[src/rtl/sts_pkg.sv]
// Shared types and constants of the two-axis stepped servo tracker.
package sts_pkg;

  // Configuration register indexes.
  typedef enum logic [2:0] {
    CFG_AIM_X      = 3'd0,
    CFG_AIM_Y      = 3'd1,
    CFG_DEADZONE   = 3'd2,
    CFG_THR_SMALL  = 3'd3,
    CFG_THR_MEDIUM = 3'd4,
    CFG_DUTY_MIN   = 3'd5,
    CFG_DUTY_MAX   = 3'd6,
    CFG_DUTY_CTR   = 3'd7
  } cfg_idx_e;

  localparam int unsigned CfgIdxWidth = 3;

  // Input command codes.
  typedef enum logic {
    CMD_START = 1'b0,
    CMD_POINT = 1'b1
  } cmd_e;

  // Fixed field widths.
  localparam int unsigned DeadzoneWidth = 8;
  localparam int unsigned ThrWidth      = 9;
  localparam int unsigned StepWidth     = 3;

  // Duty step sizes.
  localparam logic [StepWidth-1:0] StepSmall  = 3'd1;
  localparam logic [StepWidth-1:0] StepMedium = 3'd3;
  localparam logic [StepWidth-1:0] StepLarge  = 3'd5;

  // Register reset values.
  localparam int unsigned AimXRst      = 160;
  localparam int unsigned AimYRst      = 100;
  localparam int unsigned DeadzoneRst  = 3;
  localparam int unsigned ThrSmallRst  = 10;
  localparam int unsigned ThrMediumRst = 30;
  localparam int unsigned DutyMinRst   = 500;
  localparam int unsigned DutyMaxRst   = 2500;
  localparam int unsigned DutyCtrRst   = 1500;

endpackage

[src/rtl/sts_if.sv]
// Valid/ready channel interfaces for the tracker's input and result items.
interface sts_in_if #(
  parameter int unsigned COORD_WIDTH = 9
);
  logic                   valid;
  logic                   ready;
  logic                   command;
  logic [COORD_WIDTH-1:0] point_x;
  logic [COORD_WIDTH-1:0] point_y;

  modport source (output valid, command, point_x, point_y, input ready);
  modport sink   (input valid, command, point_x, point_y, output ready);
endinterface

interface sts_out_if #(
  parameter int unsigned DUTY_WIDTH = 16
);
  logic                  valid;
  logic                  ready;
  logic [DUTY_WIDTH-1:0] duty_x;
  logic [DUTY_WIDTH-1:0] duty_y;
  logic                  running;
  logic                  on_target;
  logic                  moved;

  modport source (output valid, duty_x, duty_y, running, on_target, moved, input ready);
  modport sink   (input valid, duty_x, duty_y, running, on_target, moved, output ready);
endinterface

[src/rtl/sts_cfg_regs.sv]
// Configuration register file of the tracker.
module sts_cfg_regs #(
  parameter int unsigned COORD_WIDTH = 9,
  parameter int unsigned DUTY_WIDTH  = 16,
  parameter int unsigned CFG_WIDTH   = 16
) (
  input  logic                              clk_i,
  input  logic                              rst_ni,
  input  logic                              cfg_we_i,
  input  logic [sts_pkg::CfgIdxWidth-1:0]   cfg_idx_i,
  input  logic [CFG_WIDTH-1:0]              cfg_data_i,
  output logic [COORD_WIDTH-1:0]            aim_x_o,
  output logic [COORD_WIDTH-1:0]            aim_y_o,
  output logic [sts_pkg::DeadzoneWidth-1:0] deadzone_o,
  output logic [sts_pkg::ThrWidth-1:0]      thr_small_o,
  output logic [sts_pkg::ThrWidth-1:0]      thr_medium_o,
  output logic [DUTY_WIDTH-1:0]             duty_min_o,
  output logic [DUTY_WIDTH-1:0]             duty_max_o
);
  import sts_pkg::*;

  logic [COORD_WIDTH-1:0]   aim_x_q, aim_y_q;
  logic [DeadzoneWidth-1:0] deadzone_q;
  logic [ThrWidth-1:0]      thr_small_q, thr_medium_q;
  logic [DUTY_WIDTH-1:0]    duty_min_q, duty_max_q;

  // The center duty only sets the reset value of the servo duties, which
  // comes from its own reset constant, so a write to it stores nothing.
  always_ff @(posedge clk_i or negedge rst_ni) begin
    if (!rst_ni) begin
      aim_x_q      <= COORD_WIDTH'(AimXRst);
      aim_y_q      <= COORD_WIDTH'(AimYRst);
      deadzone_q   <= DeadzoneWidth'(DeadzoneRst);
      thr_small_q  <= ThrWidth'(ThrSmallRst);
      thr_medium_q <= ThrWidth'(ThrMediumRst);
      duty_min_q   <= DUTY_WIDTH'(DutyMinRst);
      duty_max_q   <= DUTY_WIDTH'(DutyMaxRst);
    end else if (cfg_we_i) begin
      unique case (cfg_idx_e'(cfg_idx_i))
        CFG_AIM_X:      aim_x_q      <= cfg_data_i[COORD_WIDTH-1:0];
        CFG_AIM_Y:      aim_y_q      <= cfg_data_i[COORD_WIDTH-1:0];
        CFG_DEADZONE:   deadzone_q   <= cfg_data_i[DeadzoneWidth-1:0];
        CFG_THR_SMALL:  thr_small_q  <= cfg_data_i[ThrWidth-1:0];
        CFG_THR_MEDIUM: thr_medium_q <= cfg_data_i[ThrWidth-1:0];
        CFG_DUTY_MIN:   duty_min_q   <= cfg_data_i[DUTY_WIDTH-1:0];
        CFG_DUTY_MAX:   duty_max_q   <= cfg_data_i[DUTY_WIDTH-1:0];
        CFG_DUTY_CTR:   ;
        default:        ;
      endcase
    end
  end

  assign aim_x_o      = aim_x_q;
  assign aim_y_o      = aim_y_q;
  assign deadzone_o   = deadzone_q;
  assign thr_small_o  = thr_small_q;
  assign thr_medium_o = thr_medium_q;
  assign duty_min_o   = duty_min_q;
  assign duty_max_o   = duty_max_q;

endmodule

[src/rtl/sts_axis.sv]
// One axis of the tracker: error, deadzone test, step choice and duty clamp.
module sts_axis #(
  parameter int unsigned COORD_WIDTH = 9,
  parameter int unsigned DUTY_WIDTH  = 16,
  parameter bit          INVERT      = 1'b0
) (
  input  logic [COORD_WIDTH-1:0]            point_i,
  input  logic [COORD_WIDTH-1:0]            aim_i,
  input  logic [sts_pkg::DeadzoneWidth-1:0] deadzone_i,
  input  logic [sts_pkg::ThrWidth-1:0]      thr_small_i,
  input  logic [sts_pkg::ThrWidth-1:0]      thr_medium_i,
  input  logic [DUTY_WIDTH-1:0]             duty_i,
  input  logic [DUTY_WIDTH-1:0]             duty_min_i,
  input  logic [DUTY_WIDTH-1:0]             duty_max_i,
  output logic                              in_dead_o,
  output logic [DUTY_WIDTH-1:0]             duty_o
);
  import sts_pkg::*;

  // Compare width holds the magnitude and both limits, with one spare bit.
  localparam int unsigned CmpWidth =
      ((COORD_WIDTH > ThrWidth) ? COORD_WIDTH : ThrWidth) + 1;
  localparam int unsigned SumWidth = DUTY_WIDTH + 2;

  logic signed [COORD_WIDTH:0]   err;
  logic signed [COORD_WIDTH:0]   err_abs;
  logic [CmpWidth-1:0]           mag;
  logic [StepWidth-1:0]          step;
  logic signed [SumWidth-1:0]    sum;
  logic signed [SumWidth-1:0]    lim_max;
  logic signed [SumWidth-1:0]    lim_min;
  logic signed [SumWidth-1:0]    step_s;
  logic signed [SumWidth-1:0]    clamped;
  logic                          step_up;

  always_comb begin
    err     = $signed({1'b0, point_i}) - $signed({1'b0, aim_i});
    err_abs = err[COORD_WIDTH] ? -err : err;
    mag     = {{(CmpWidth-COORD_WIDTH){1'b0}}, err_abs[COORD_WIDTH-1:0]};

    in_dead_o = mag < {{(CmpWidth-DeadzoneWidth){1'b0}}, deadzone_i};

    if (mag < {{(CmpWidth-ThrWidth){1'b0}}, thr_small_i}) begin
      step = StepSmall;
    end else if (mag < {{(CmpWidth-ThrWidth){1'b0}}, thr_medium_i}) begin
      step = StepMedium;
    end else begin
      step = StepLarge;
    end

    // A positive error raises the duty unless the axis is inverted.
    step_up = err[COORD_WIDTH] ? INVERT : !INVERT;
    step_s  = $signed({{(SumWidth-StepWidth){1'b0}}, step});
    sum     = $signed({2'b00, duty_i});
    if (err != '0) begin
      sum = step_up ? (sum + step_s) : (sum - step_s);
    end

    // Saturate to the maximum first, then to the minimum.
    lim_max = $signed({2'b00, duty_max_i});
    lim_min = $signed({2'b00, duty_min_i});
    clamped = sum;
    if (clamped > lim_max) begin
      clamped = lim_max;
    end
    if (clamped < lim_min) begin
      clamped = lim_min;
    end
    duty_o = clamped[DUTY_WIDTH-1:0];
  end

endmodule

[src/rtl/two_axis_stepped_servo_tracker.sv]
// Top level of the two-axis stepped servo tracker.
//
// The tracker steers a pan/tilt pair of servos toward an aim point. A start
// item switches tracking on; a measurement item carries a spot coordinate
// that, while tracking and not at (0,0), is compared with the aim point on
// both axes. When both absolute errors fall below the deadzone the item
// reports on_target and tracking stops; otherwise each duty steps by 1, 3 or
// 5 depending on the error size (X against its error, Y with it) and is
// clamped to the configured duty range. Every item produces exactly one
// result item. The block takes one item per cycle while its results are
// taken. An item waits in the input register, and the step logic then
// writes the servo state and the result register from it once the result
// register can take a new item. The next item always sees the state the
// previous one left.
// Both registers stall together when the result is not taken, and an item is
// still accepted while a finished result waits, as long as the input register
// is free. The user writes configuration through a plain write port while
// the block is idle; the block itself does not enforce this. Writing the
// center duty stores nothing; both duties reset to the center reset value.
module two_axis_stepped_servo_tracker #(
  parameter int unsigned COORD_WIDTH = 9,
  parameter int unsigned DUTY_WIDTH  = 16
) (
  input  logic                            clk_i,
  input  logic                            rst_ni,
  input  logic                            cfg_we_i,
  input  logic [sts_pkg::CfgIdxWidth-1:0] cfg_idx_i,
  input  logic [((DUTY_WIDTH > COORD_WIDTH) ?
                 ((DUTY_WIDTH > sts_pkg::ThrWidth) ? DUTY_WIDTH : sts_pkg::ThrWidth) :
                 ((COORD_WIDTH > sts_pkg::ThrWidth) ? COORD_WIDTH : sts_pkg::ThrWidth))-1:0]
                                          cfg_data_i,
  sts_in_if.sink                          in_i,
  sts_out_if.source                       out_o
);
  import sts_pkg::*;

  localparam int unsigned CfgWidth = (DUTY_WIDTH > COORD_WIDTH) ?
      ((DUTY_WIDTH > ThrWidth) ? DUTY_WIDTH : ThrWidth) :
      ((COORD_WIDTH > ThrWidth) ? COORD_WIDTH : ThrWidth);

  // Configuration registers.
  logic [COORD_WIDTH-1:0]   aim_x, aim_y;
  logic [DeadzoneWidth-1:0] deadzone;
  logic [ThrWidth-1:0]      thr_small, thr_medium;
  logic [DUTY_WIDTH-1:0]    duty_min, duty_max;

  sts_cfg_regs #(
    .COORD_WIDTH (COORD_WIDTH),
    .DUTY_WIDTH  (DUTY_WIDTH),
    .CFG_WIDTH   (CfgWidth)
  ) u_cfg (
    .clk_i        (clk_i),
    .rst_ni       (rst_ni),
    .cfg_we_i     (cfg_we_i),
    .cfg_idx_i    (cfg_idx_i),
    .cfg_data_i   (cfg_data_i),
    .aim_x_o      (aim_x),
    .aim_y_o      (aim_y),
    .deadzone_o   (deadzone),
    .thr_small_o  (thr_small),
    .thr_medium_o (thr_medium),
    .duty_min_o   (duty_min),
    .duty_max_o   (duty_max)
  );

  // Input register.
  logic                   s1_valid_q;
  logic                   s1_cmd_q;
  logic [COORD_WIDTH-1:0] s1_px_q, s1_py_q;

  // Result register and servo state.
  logic                  out_valid_q;
  logic [DUTY_WIDTH-1:0] out_dx_q, out_dy_q;
  logic                  out_run_q, out_ont_q, out_mov_q;
  logic                  track_q, track_d;
  logic [DUTY_WIDTH-1:0] duty_x_q, duty_x_d, duty_y_q, duty_y_d;
  logic                  on_target_d, moved_d;

  logic advance;
  logic in_fire;

  // The result register can take a new item when empty or being drained.
  assign advance    = !out_valid_q || out_o.ready;
  assign in_i.ready = !s1_valid_q || advance;
  assign in_fire    = in_i.valid && in_i.ready;

  always_ff @(posedge clk_i or negedge rst_ni) begin
    if (!rst_ni) begin
      s1_valid_q <= 1'b0;
    end else if (in_fire) begin
      s1_valid_q <= 1'b1;
    end else if (advance) begin
      s1_valid_q <= 1'b0;
    end
  end

  always_ff @(posedge clk_i) begin
    if (in_fire) begin
      s1_cmd_q <= in_i.command;
      s1_px_q  <= in_i.point_x;
      s1_py_q  <= in_i.point_y;
    end
  end

  // Per-axis step logic; X is inverted so it moves against its error.
  logic                  dead_x, dead_y;
  logic [DUTY_WIDTH-1:0] step_x, step_y;

  sts_axis #(
    .COORD_WIDTH (COORD_WIDTH),
    .DUTY_WIDTH  (DUTY_WIDTH),
    .INVERT      (1'b1)
  ) u_axis_x (
    .point_i      (s1_px_q),
    .aim_i        (aim_x),
    .deadzone_i   (deadzone),
    .thr_small_i  (thr_small),
    .thr_medium_i (thr_medium),
    .duty_i       (duty_x_q),
    .duty_min_i   (duty_min),
    .duty_max_i   (duty_max),
    .in_dead_o    (dead_x),
    .duty_o       (step_x)
  );

  sts_axis #(
    .COORD_WIDTH (COORD_WIDTH),
    .DUTY_WIDTH  (DUTY_WIDTH),
    .INVERT      (1'b0)
  ) u_axis_y (
    .point_i      (s1_py_q),
    .aim_i        (aim_y),
    .deadzone_i   (deadzone),
    .thr_small_i  (thr_small),
    .thr_medium_i (thr_medium),
    .duty_i       (duty_y_q),
    .duty_min_i   (duty_min),
    .duty_max_i   (duty_max),
    .in_dead_o    (dead_y),
    .duty_o       (step_y)
  );

  // Next state for the item in the input register.
  always_comb begin
    track_d     = track_q;
    duty_x_d    = duty_x_q;
    duty_y_d    = duty_y_q;
    on_target_d = 1'b0;
    moved_d     = 1'b0;
    if (cmd_e'(s1_cmd_q) == CMD_START) begin
      track_d = 1'b1;
    end else if (track_q && (s1_px_q != '0 || s1_py_q != '0)) begin
      if (dead_x && dead_y) begin
        on_target_d = 1'b1;
        track_d     = 1'b0;
      end else begin
        duty_x_d = step_x;
        duty_y_d = step_y;
        moved_d  = 1'b1;
      end
    end
  end

  always_ff @(posedge clk_i or negedge rst_ni) begin
    if (!rst_ni) begin
      out_valid_q <= 1'b0;
      track_q     <= 1'b0;
      duty_x_q    <= DUTY_WIDTH'(DutyCtrRst);
      duty_y_q    <= DUTY_WIDTH'(DutyCtrRst);
    end else if (advance) begin
      out_valid_q <= s1_valid_q;
      if (s1_valid_q) begin
        track_q  <= track_d;
        duty_x_q <= duty_x_d;
        duty_y_q <= duty_y_d;
      end
    end
  end

  always_ff @(posedge clk_i) begin
    if (advance && s1_valid_q) begin
      out_dx_q  <= duty_x_d;
      out_dy_q  <= duty_y_d;
      out_run_q <= track_d;
      out_ont_q <= on_target_d;
      out_mov_q <= moved_d;
    end
  end

  assign out_o.valid     = out_valid_q;
  assign out_o.duty_x    = out_dx_q;
  assign out_o.duty_y    = out_dy_q;
  assign out_o.running   = out_run_q;
  assign out_o.on_target = out_ont_q;
  assign out_o.moved     = out_mov_q;

  // A result that reaches the target has stopped tracking.
  assert property (@(posedge clk_i) disable iff (!rst_ni)
    out_valid_q && out_ont_q |-> !out_run_q)
    else $error("on_target result still shows tracking running");

  // A result either hits the target or moves, never both.
  assert property (@(posedge clk_i) disable iff (!rst_ni)
    out_valid_q |-> !(out_ont_q && out_mov_q))
    else $error("result reports both on_target and moved");

  // A stepped duty never ends below the minimum.
  assert property (@(posedge clk_i) disable iff (!rst_ni)
    out_valid_q && out_mov_q |-> (out_dx_q >= duty_min) && (out_dy_q >= duty_min))
    else $error("stepped duty below duty_min");

  // The result register mirrors the servo state it was written with.
  assert property (@(posedge clk_i) disable iff (!rst_ni)
    advance && s1_valid_q |=> out_valid_q && (out_dx_q == duty_x_q) &&
                              (out_dy_q == duty_y_q) && (out_run_q == track_q))
    else $error("result register out of step with servo state");

endmodule
[src/flat_wrapper.sv]
// flat-port wrapper written by rule: the top's interface ports become plain ports
module two_axis_stepped_servo_tracker_flat import sts_pkg::*;
#(
  parameter int unsigned COORD_WIDTH = 9,
  parameter int unsigned DUTY_WIDTH  = 16
)
  (clk_i, rst_ni, cfg_we_i, cfg_idx_i, cfg_data_i, in_i_valid, in_i_command, in_i_point_x, in_i_point_y, in_i_ready, out_o_valid, out_o_duty_x, out_o_duty_y, out_o_running, out_o_on_target, out_o_moved, out_o_ready);
  sts_in_if #(.COORD_WIDTH(COORD_WIDTH)) in_i_i ();
  sts_out_if #(.DUTY_WIDTH(DUTY_WIDTH)) out_o_i ();
  input  logic clk_i;
  input  logic rst_ni;
  input  logic cfg_we_i;
  input  logic [sts_pkg::CfgIdxWidth-1:0] cfg_idx_i;
  input  logic [((DUTY_WIDTH > COORD_WIDTH) ?
                 ((DUTY_WIDTH > sts_pkg::ThrWidth) ? DUTY_WIDTH : sts_pkg::ThrWidth) :
                 ((COORD_WIDTH > sts_pkg::ThrWidth) ? COORD_WIDTH : sts_pkg::ThrWidth))-1:0] cfg_data_i;
  input wire logic [$bits(in_i_i.valid)-1:0] in_i_valid;
  input wire logic [$bits(in_i_i.command)-1:0] in_i_command;
  input wire logic [$bits(in_i_i.point_x)-1:0] in_i_point_x;
  input wire logic [$bits(in_i_i.point_y)-1:0] in_i_point_y;
  output wire logic [$bits(in_i_i.ready)-1:0] in_i_ready;
  output wire logic [$bits(out_o_i.valid)-1:0] out_o_valid;
  output wire logic [$bits(out_o_i.duty_x)-1:0] out_o_duty_x;
  output wire logic [$bits(out_o_i.duty_y)-1:0] out_o_duty_y;
  output wire logic [$bits(out_o_i.running)-1:0] out_o_running;
  output wire logic [$bits(out_o_i.on_target)-1:0] out_o_on_target;
  output wire logic [$bits(out_o_i.moved)-1:0] out_o_moved;
  input wire logic [$bits(out_o_i.ready)-1:0] out_o_ready;
  assign in_i_i.valid = in_i_valid;
  assign in_i_i.command = in_i_command;
  assign in_i_i.point_x = in_i_point_x;
  assign in_i_i.point_y = in_i_point_y;
  assign in_i_ready = in_i_i.ready;
  assign out_o_valid = out_o_i.valid;
  assign out_o_duty_x = out_o_i.duty_x;
  assign out_o_duty_y = out_o_i.duty_y;
  assign out_o_running = out_o_i.running;
  assign out_o_on_target = out_o_i.on_target;
  assign out_o_moved = out_o_i.moved;
  assign out_o_i.ready = out_o_ready;
  two_axis_stepped_servo_tracker #(.COORD_WIDTH(COORD_WIDTH), .DUTY_WIDTH(DUTY_WIDTH)) u_core (.clk_i(clk_i), .rst_ni(rst_ni), .cfg_we_i(cfg_we_i), .cfg_idx_i(cfg_idx_i), .cfg_data_i(cfg_data_i), .in_i(in_i_i), .out_o(out_o_i));
endmodule
[config.mk]
export PLATFORM = sky130hd
export DESIGN_NAME = two_axis_stepped_servo_tracker_flat
export DESIGN_NICKNAME = d
export VERILOG_FILES = /design/src/rtl/sts_pkg.sv /design/src/rtl/sts_if.sv /design/src/rtl/sts_cfg_regs.sv /design/src/rtl/sts_axis.sv /design/src/rtl/two_axis_stepped_servo_tracker.sv /design/src/flat_wrapper.sv
export SDC_FILE = /design/constraint.sdc
export NUM_CORES = 1
export LEC_CHECK = 0
export BUFFER_PORTS_ARGS = -buffer_cell sky130_fd_sc_hd__buf_2
export CAP_MARGIN = 20
export CORE_ASPECT_RATIO = 1.75
export CORE_MARGIN = 2
export CORE_UTILIZATION = 59
export CTS_BUF_LIST = sky130_fd_sc_hd__clkbuf_16
export DETAILED_ROUTE_END_ITERATION = 10
export GPL_TIMING_DRIVEN = 0
export PLACE_DENSITY = 0.75
export SLEW_MARGIN = 40
export SYNTH_ARGS = -nofsm -noshare
export SYNTH_HDL_FRONTEND = slang
export SYNTH_SLANG_ARGS = --single-unit
[constraint.sdc]
create_clock -name clk_i -period 19.05 [get_ports clk_i]
set_input_delay 0.9525 -clock clk_i [delete_from_list [all_inputs] [get_ports clk_i]]
set_output_delay 0.9525 -clock clk_i [all_outputs]
set_load 0.005 [all_outputs]
# --- After elaboration in Yosys (flattened, before gate mapping) ---
# Index checks and enable logic that the tools add are counted.
totals:
  ff_bits: 165
  latch_bits: 0
  mem_bits_rw: 0
  rom_bits: 0
  elab_cells: 96
  mem_count: 0
classes:
  addsub: 8
  mul: 0
  n_div: 0
  order_cmp: 10
  n_eq_ne: 6
  n_shift: 0
  muxes: 28
  bitwise_logic: 0
  n_reduce_logical: 24
ops:
  columns: ["operator", "count"]
  rows:
  - ["16-bit 2-to-1 mux", 8]
  - ["18-bit 2-to-1 mux", 6]
  - ["18-bit by 17-bit > comparator with 1-bit output", 2]
  - ["18-bit by 17-bit less-than comparator with 1-bit output", 2]
  - ["9-bit less-than comparator", 4]
  - ["16-bit by 3-bit adder with 17-bit output", 2]
  - ["16-bit by 3-bit subtractor with 17-bit output", 2]
  - ["10-bit nonzero test", 2]
  - ["9-bit by 9-bit subtractor with 10-bit output", 2]
  - ["9-bit by 8-bit less-than comparator with 1-bit output", 2]
  - ["9-bit 2-to-1 mux", 2]
  - ["9-bit negator", 2]
  - ["2-bit AND reduction", 9]
  - ["9-bit nonzero test", 2]
  - ["3-bit 2-to-1 mux", 4]
  - ["3-bit == test, second input constant", 3]
  - ["1-bit 2-to-1 mux", 8]
  - ["3-bit by 2-bit == test with 1-bit output, second input constant", 2]
  - ["1-bit logical AND", 4]
  - ["3-bit by 1-bit == test with 1-bit output, second input constant", 1]
  - ["3-bit logical NOT", 1]
  - ["1-bit logical OR", 3]
  - ["1-bit logical NOT", 2]
  - ["2-bit nonzero test", 1]

# --- Longest topological paths before layout ---
depth:
  word_depth: 16
  mapped_depth: 51

# --- Cells and area by module ---
# From an unflattened synthesis, not the netlist that was laid out.
hier_totals:
  cells_unflattened: 1240
  area_unflattened_um2: 13080.0
by_module_without_submodules:
  columns: ["mod", "instances", "cells_per_inst", "area_per_inst_um2", "seq_area_each_um2"]
  rows:
  - ["two_axis_stepped_servo_tracker", 1, 185, 3494.6, 2514.9]
  - ["sts_axis at u_core.u_axis_y", 1, 449, 3384.5, 0.0]
  - ["sts_axis at u_core.u_axis_x", 1, 438, 3258.1, 0.0]
  - ["sts_cfg_regs", 1, 168, 2942.8, 1931.9]

# --- Worst setup path before layout ---
# No wires, ideal clock.
synth_timing:
  path_kind: "reg-to-reg"
  startpoint: "register u_core.s1_px_q[3]"
  endpoint: "register u_core.out_dx_q[11] (netlist: u_core.out_o.duty_x[11]) (data pin)"
  setup_ns: 0.268
  arrival_time_ns: 9.922
  required_time_ns: 18.782
  setup_slack_ns: 8.860
  path_stages_with_launch: 49
  synth_period_minus_slack_ns: 10.190
  cell_sequence: "edfxtp_1 -> ha_1 -> clkbuf_1 -> nand2_1 -> a211oi_1 -> o211a_1 -> buf_2 -> buf_1 -> nor2_1 -> nand2_1 -> o21ai_0 -> ha_1 -> a21boi_0 -> o21a_1 -> o21a_1 -> o21a_1 -> o21a_1 -> o21a_1 -> [13 not listed] -> nor3b_1 -> or3_1 -> a32o_1 -> o21ai_0 -> o21a_1 -> buf_4 -> mux2_2 -> ha_1 -> a21oi_1 -> o21ai_0 -> a211o_1 -> a21o_1 -> or3b_2 -> inv_1 -> o211ai_2 -> buf_4 -> a21oi_1 -> o31ai_1"
synth_between:
  elab_chain_len: 16
synth_lines:
  columns: ["item", "line", "rtl"]
  rows:
  - ["start: declaration", "two_axis_stepped_servo_tracker.sv:69", "logic [COORD_WIDTH-1:0] s1_px_q, s1_py_q;"]
  - ["start signal: assignment", "two_axis_stepped_servo_tracker.sv:100", "s1_px_q <= in_i.point_x;"]
  - ["9-bit by 9-bit subtractor with 10-bit output", "sts_axis.sv:37", "err = $signed({1'b0, point_i}) - $signed({1'b0, aim_i});"]
  - ["9-bit negator", "sts_axis.sv:38", "err_abs = err[COORD_WIDTH] ? -err : err;"]
  - ["9-bit 2-to-1 mux", "sts_axis.sv:38", null]
  - ["9-bit less-than comparator", "sts_axis.sv:45", "end else if (mag < {{(CmpWidth-ThrWidth){1'b0}}, thr_medium_i}) begin"]
  - ["3-bit 2-to-1 mux", "sts_axis.sv:45", null]
  - ["3-bit 2-to-1 mux", "sts_axis.sv:43", "if (mag < {{(CmpWidth-ThrWidth){1'b0}}, thr_small_i}) begin"]
  - ["16-bit by 3-bit subtractor with 17-bit output / 16-bit by 3-bit adder with 17-bit output (equally long branches)", "sts_axis.sv:56", "sum = step_up ? (sum + step_s) : (sum - step_s);"]
  - ["18-bit 2-to-1 mux", "sts_axis.sv:56", null]
  - ["18-bit 2-to-1 mux", "sts_axis.sv:55", "if (err != '0) begin"]
  - ["18-bit by 17-bit > comparator with 1-bit output", "sts_axis.sv:63", "if (clamped > lim_max) begin"]
  - ["18-bit 2-to-1 mux", "sts_axis.sv:63", null]
  - ["18-bit by 17-bit less-than comparator with 1-bit output", "sts_axis.sv:66", "if (clamped < lim_min) begin"]
  - ["16-bit 2-to-1 mux", "sts_axis.sv:66", null]
  - ["16-bit 2-to-1 mux", "two_axis_stepped_servo_tracker.sv:153", "if (dead_x && dead_y) begin"]
  - ["16-bit 2-to-1 mux (*)", "two_axis_stepped_servo_tracker.sv:152", "end else if (track_q && (s1_px_q != '0 || s1_py_q != '0)) begin"]
  - ["16-bit 2-to-1 mux (*)", "two_axis_stepped_servo_tracker.sv:150", "if (cmd_e'(s1_cmd_q) == CMD_START) begin"]
  - ["net u_core.duty_x_d[11]", "two_axis_stepped_servo_tracker.sv:76", "logic [DUTY_WIDTH-1:0] duty_x_q, duty_x_d, duty_y_q, duty_y_d;"]
  - ["end signal: assignment", "two_axis_stepped_servo_tracker.sv:182", "out_dx_q <= duty_x_d;"]
  - ["end: declaration", "two_axis_stepped_servo_tracker.sv:73", "logic [DUTY_WIDTH-1:0] out_dx_q, out_dy_q;"]
# The timed path passes the listed nets; every way through them passes the cells marked *.
# A chain may end at the register's enable or synchronous reset.

# --- Worst setup path after layout ---
# Same ends and word-level chain as after synthesis.

==> metrics.cfg <==
[placed_design]
io_buffers = 77
place_ws_ns = 6.903
post_dp_cell_area_um2 = 14410
place_hpwl_um = 33330
gp_congestion = 0.9786
dpl.cell_count = 1850

[clock_tree]
post_cts_resized = 0
cts_tree = done
cts_hold_buf = 0
htree_levels = 4
cts_buffers = 17
clkTransAtPathRegs_ns = 0.07
cts_buffer_depth = 2
clk_latency_ns = 0.46
cts.sinks = 165
root_buffer = clkbuf_16
cts_setup_buffers = 0

[yosys]
syn_avg_cell_area_um2 = 9.235
yosys.area.top_type = dfrtp_1
syn_area_um2 = 13590
netlist.area_leader.share_pct = 13.44
yosysUniqueCellTypes = 92
synth_most_common_cell = ha_1
synth-warning-count = 0
synth_area_leaders = dfrtp_1 13%, ha_1 13%, edfxtp_1 12%
ys_ff_latch = 165
ys_seq_area_share_pct = 32.71
syn_nets = 1659
synth_edf_count = 54
syn_inst = 1472
synth_ff_type = dfrtp_1
ys_top_cells_by_count = 137 x ha_1, 127 x nand2_1, 97 x inv_1
async_flop_share_pct = 67.27

[final_layout]
final-instance-count-excl-fill = 1882
nets = 1756
drive_above_1_share_pct = 19.09
antenna_cells = 0
area_delta_synth_final_pct = 10.28
fin_util_pct = 66.18
final_cell_area_um2 = 14990

[routing]
drc = 0
wl_um = 42310
ant_nets = 0
dr.pass1.iters = 5
drt-initial-drc-count = 806
vias = 12260
wire_per_inst_um = 22.48
viasPerCell = 6.512

[floorplan]
coreArea_um2 = 22650
die_h_um = 204.8
die_area_um2 = 24320
io_pins = 80
rows = 73
die_w_um = 118.7
initial_utilization_pct = 60.01

[worst_setup_path]
cp_max_fo = 10
max_stage_delay_ns = 0.63
crit_arrival_ns = 12.59
crit_required_ns = 19.23
cp_top_family = compound AO/OA/AOI/OAI gates
cp_common_cell = o21a_1
crit_start = u_core.s1_px_q[3]
path_buf_inv = 7
critPathCaptureType = register
criticalPathCategory = register to register
worstReg2RegStart = u_core.s1_px_q[3]
cp_slowest_cell = o21ai_0
cp-start-kind = register

[pwr]
p_int_mw = 1.564
p_comb_share_pct = 69.7
seqPwrFrac_pct = 19.5
p_switching_mw = 1.571
power_density_nw_per_um2 = 209.2
max-vdd-ir-drop_uv = 108.0
p_clk_share_pct = 10.9
p_leak_nw = 6.339
p_sw_share_pct = 50.11

[timing]
slew_viol_final = 0
final.setup.worst_slack_ns = 6.640
fin_skew_ns = 0.007519
min_period_ns = 12.41
hold_violations = 0
fmax_mhz = 80.58
slew_headroom_pct = 42.37
fin_tns_setup_ns = 0
setup_viol = 0
grt_setup_unrepaired = false
worst-slew-pin-transition_ns = 0.8565
finalCritPeriodShare_pct = 65.14

[min_path]
hold_path_class = input port to asynchronous set/reset pin

[grt]
grt_max_degree = 74
gr-total-overflow = 0
grt_use_total_pct = 35.34
grt_first_pass_wirelength_um = 65410
antenna_found_initial = 0
grt_pass1_vias = 12020

[outcome]
status = finished clean

[flow_run]
cap_violations = 0

==> layout make-up <==
class | instances | area [um^2]
plain buffers | 72 | 307.8
clock buffers | 17 | 425.4
clock inverters | 15 | 142.6
fillers | 1960 | 7660
inverters | 98 | 369.1
multi-input cells | 1137 | 8502
flip-flops and latches | 165 | 4447
well taps | 300 | 375.4
repair buffers | 78 | 422.9
==> per-stage QoR <==
stage	hold slack [ns]	power, mW
4_1_cts	0.3642	3.096
2_1_floorplan	0.4572	2.123
3_5_place_dp	0.4932	2.739
6_report	0.3538	3.136
3_3_place_gp	0.4762	2.678
5_1_grt	0.3756	3.370
==> worst paths after layout <==
kind,endpoint,slack (ns),depth (start not counted)
setup / recovery,u_core.out_o.duty_x[11],6.64,47
hold / removal,u_core.track_q,0.35,1
setup reg to reg,u_core.out_o.duty_x[11],6.64,47
hold reg to reg,u_core.u_cfg.thr_small_o[5],0.51,1
max in group asynchronous,u_core.duty_y_q[8],17.98,2
min in group clk_i,u_core.u_cfg.thr_small_o[5],0.51,1
==> power groups by stage <==
stage | combinational, mW | sequential, mW | clock [mW]
4_1_cts | 2.15 | 0.606 | 0.344
2_1_floorplan | 1.54 | 0.582 | 0
5_1_grt | 2.39 | 0.620 | 0.360
6_report | 2.18 | 0.610 | 0.341
3_5_place_dp | 2.13 | 0.611 | 0
3_3_place_gp | 2.07 | 0.607 | 0
==> registers in the layout, indices dropped and copies added (netlist names), 16 cells and up <==
name,count
u_core.u_cfg.duty_max_o,16
u_core.out_o.duty_y,16
u_core.out_o.duty_x,16
u_core.duty_y_q,16
u_core.u_cfg.duty_min_o,16
u_core.duty_x_q,16
==> routing by layer <==
metal,vias up,GRT usage [%],part of all wire [%]
li1,5713,-,-
met1,5912,38.17,36
met2,465,61.70,50
met3,166,5.122,5.0
met4,0,27.34,8.4
met5,-,0,0
==> cell families (layout without fill, tap and decap cells) <==
kind of cell	after synthesis	in the layout	share of synthesized area, %
xor gates and xnor gates	33	33	2.126
adders and majority gates	144	144	13.64
buffers and inverters	170	280	4.970
and+or+nand+nor	447	447	16.90
DFF	165	165	32.71
muxes	102	102	8.440
AOI/OAI and AO/OA	411	411	21.22
==> placed cells by master (no fill, tap or decap), types with 22 or more instances in the layout <==
cell type / instances
a21oi_1: 67
o21ai_0: 92
ha_1: 137
o31ai_1: 39
dfrtp_1: 73
nand2_1: 127
nor2_1: 91
nand4_1: 28
o21a_1: 34
a21o_1: 22
inv_1: 97
mux2_2: 89
edfxtp_1: 54
nand3_1: 35
clkbuf_1: 53
buf_2: 87
nor3_1: 28
dfstp_2: 38
Note: power is estimated with default switching activity, not from simulation.
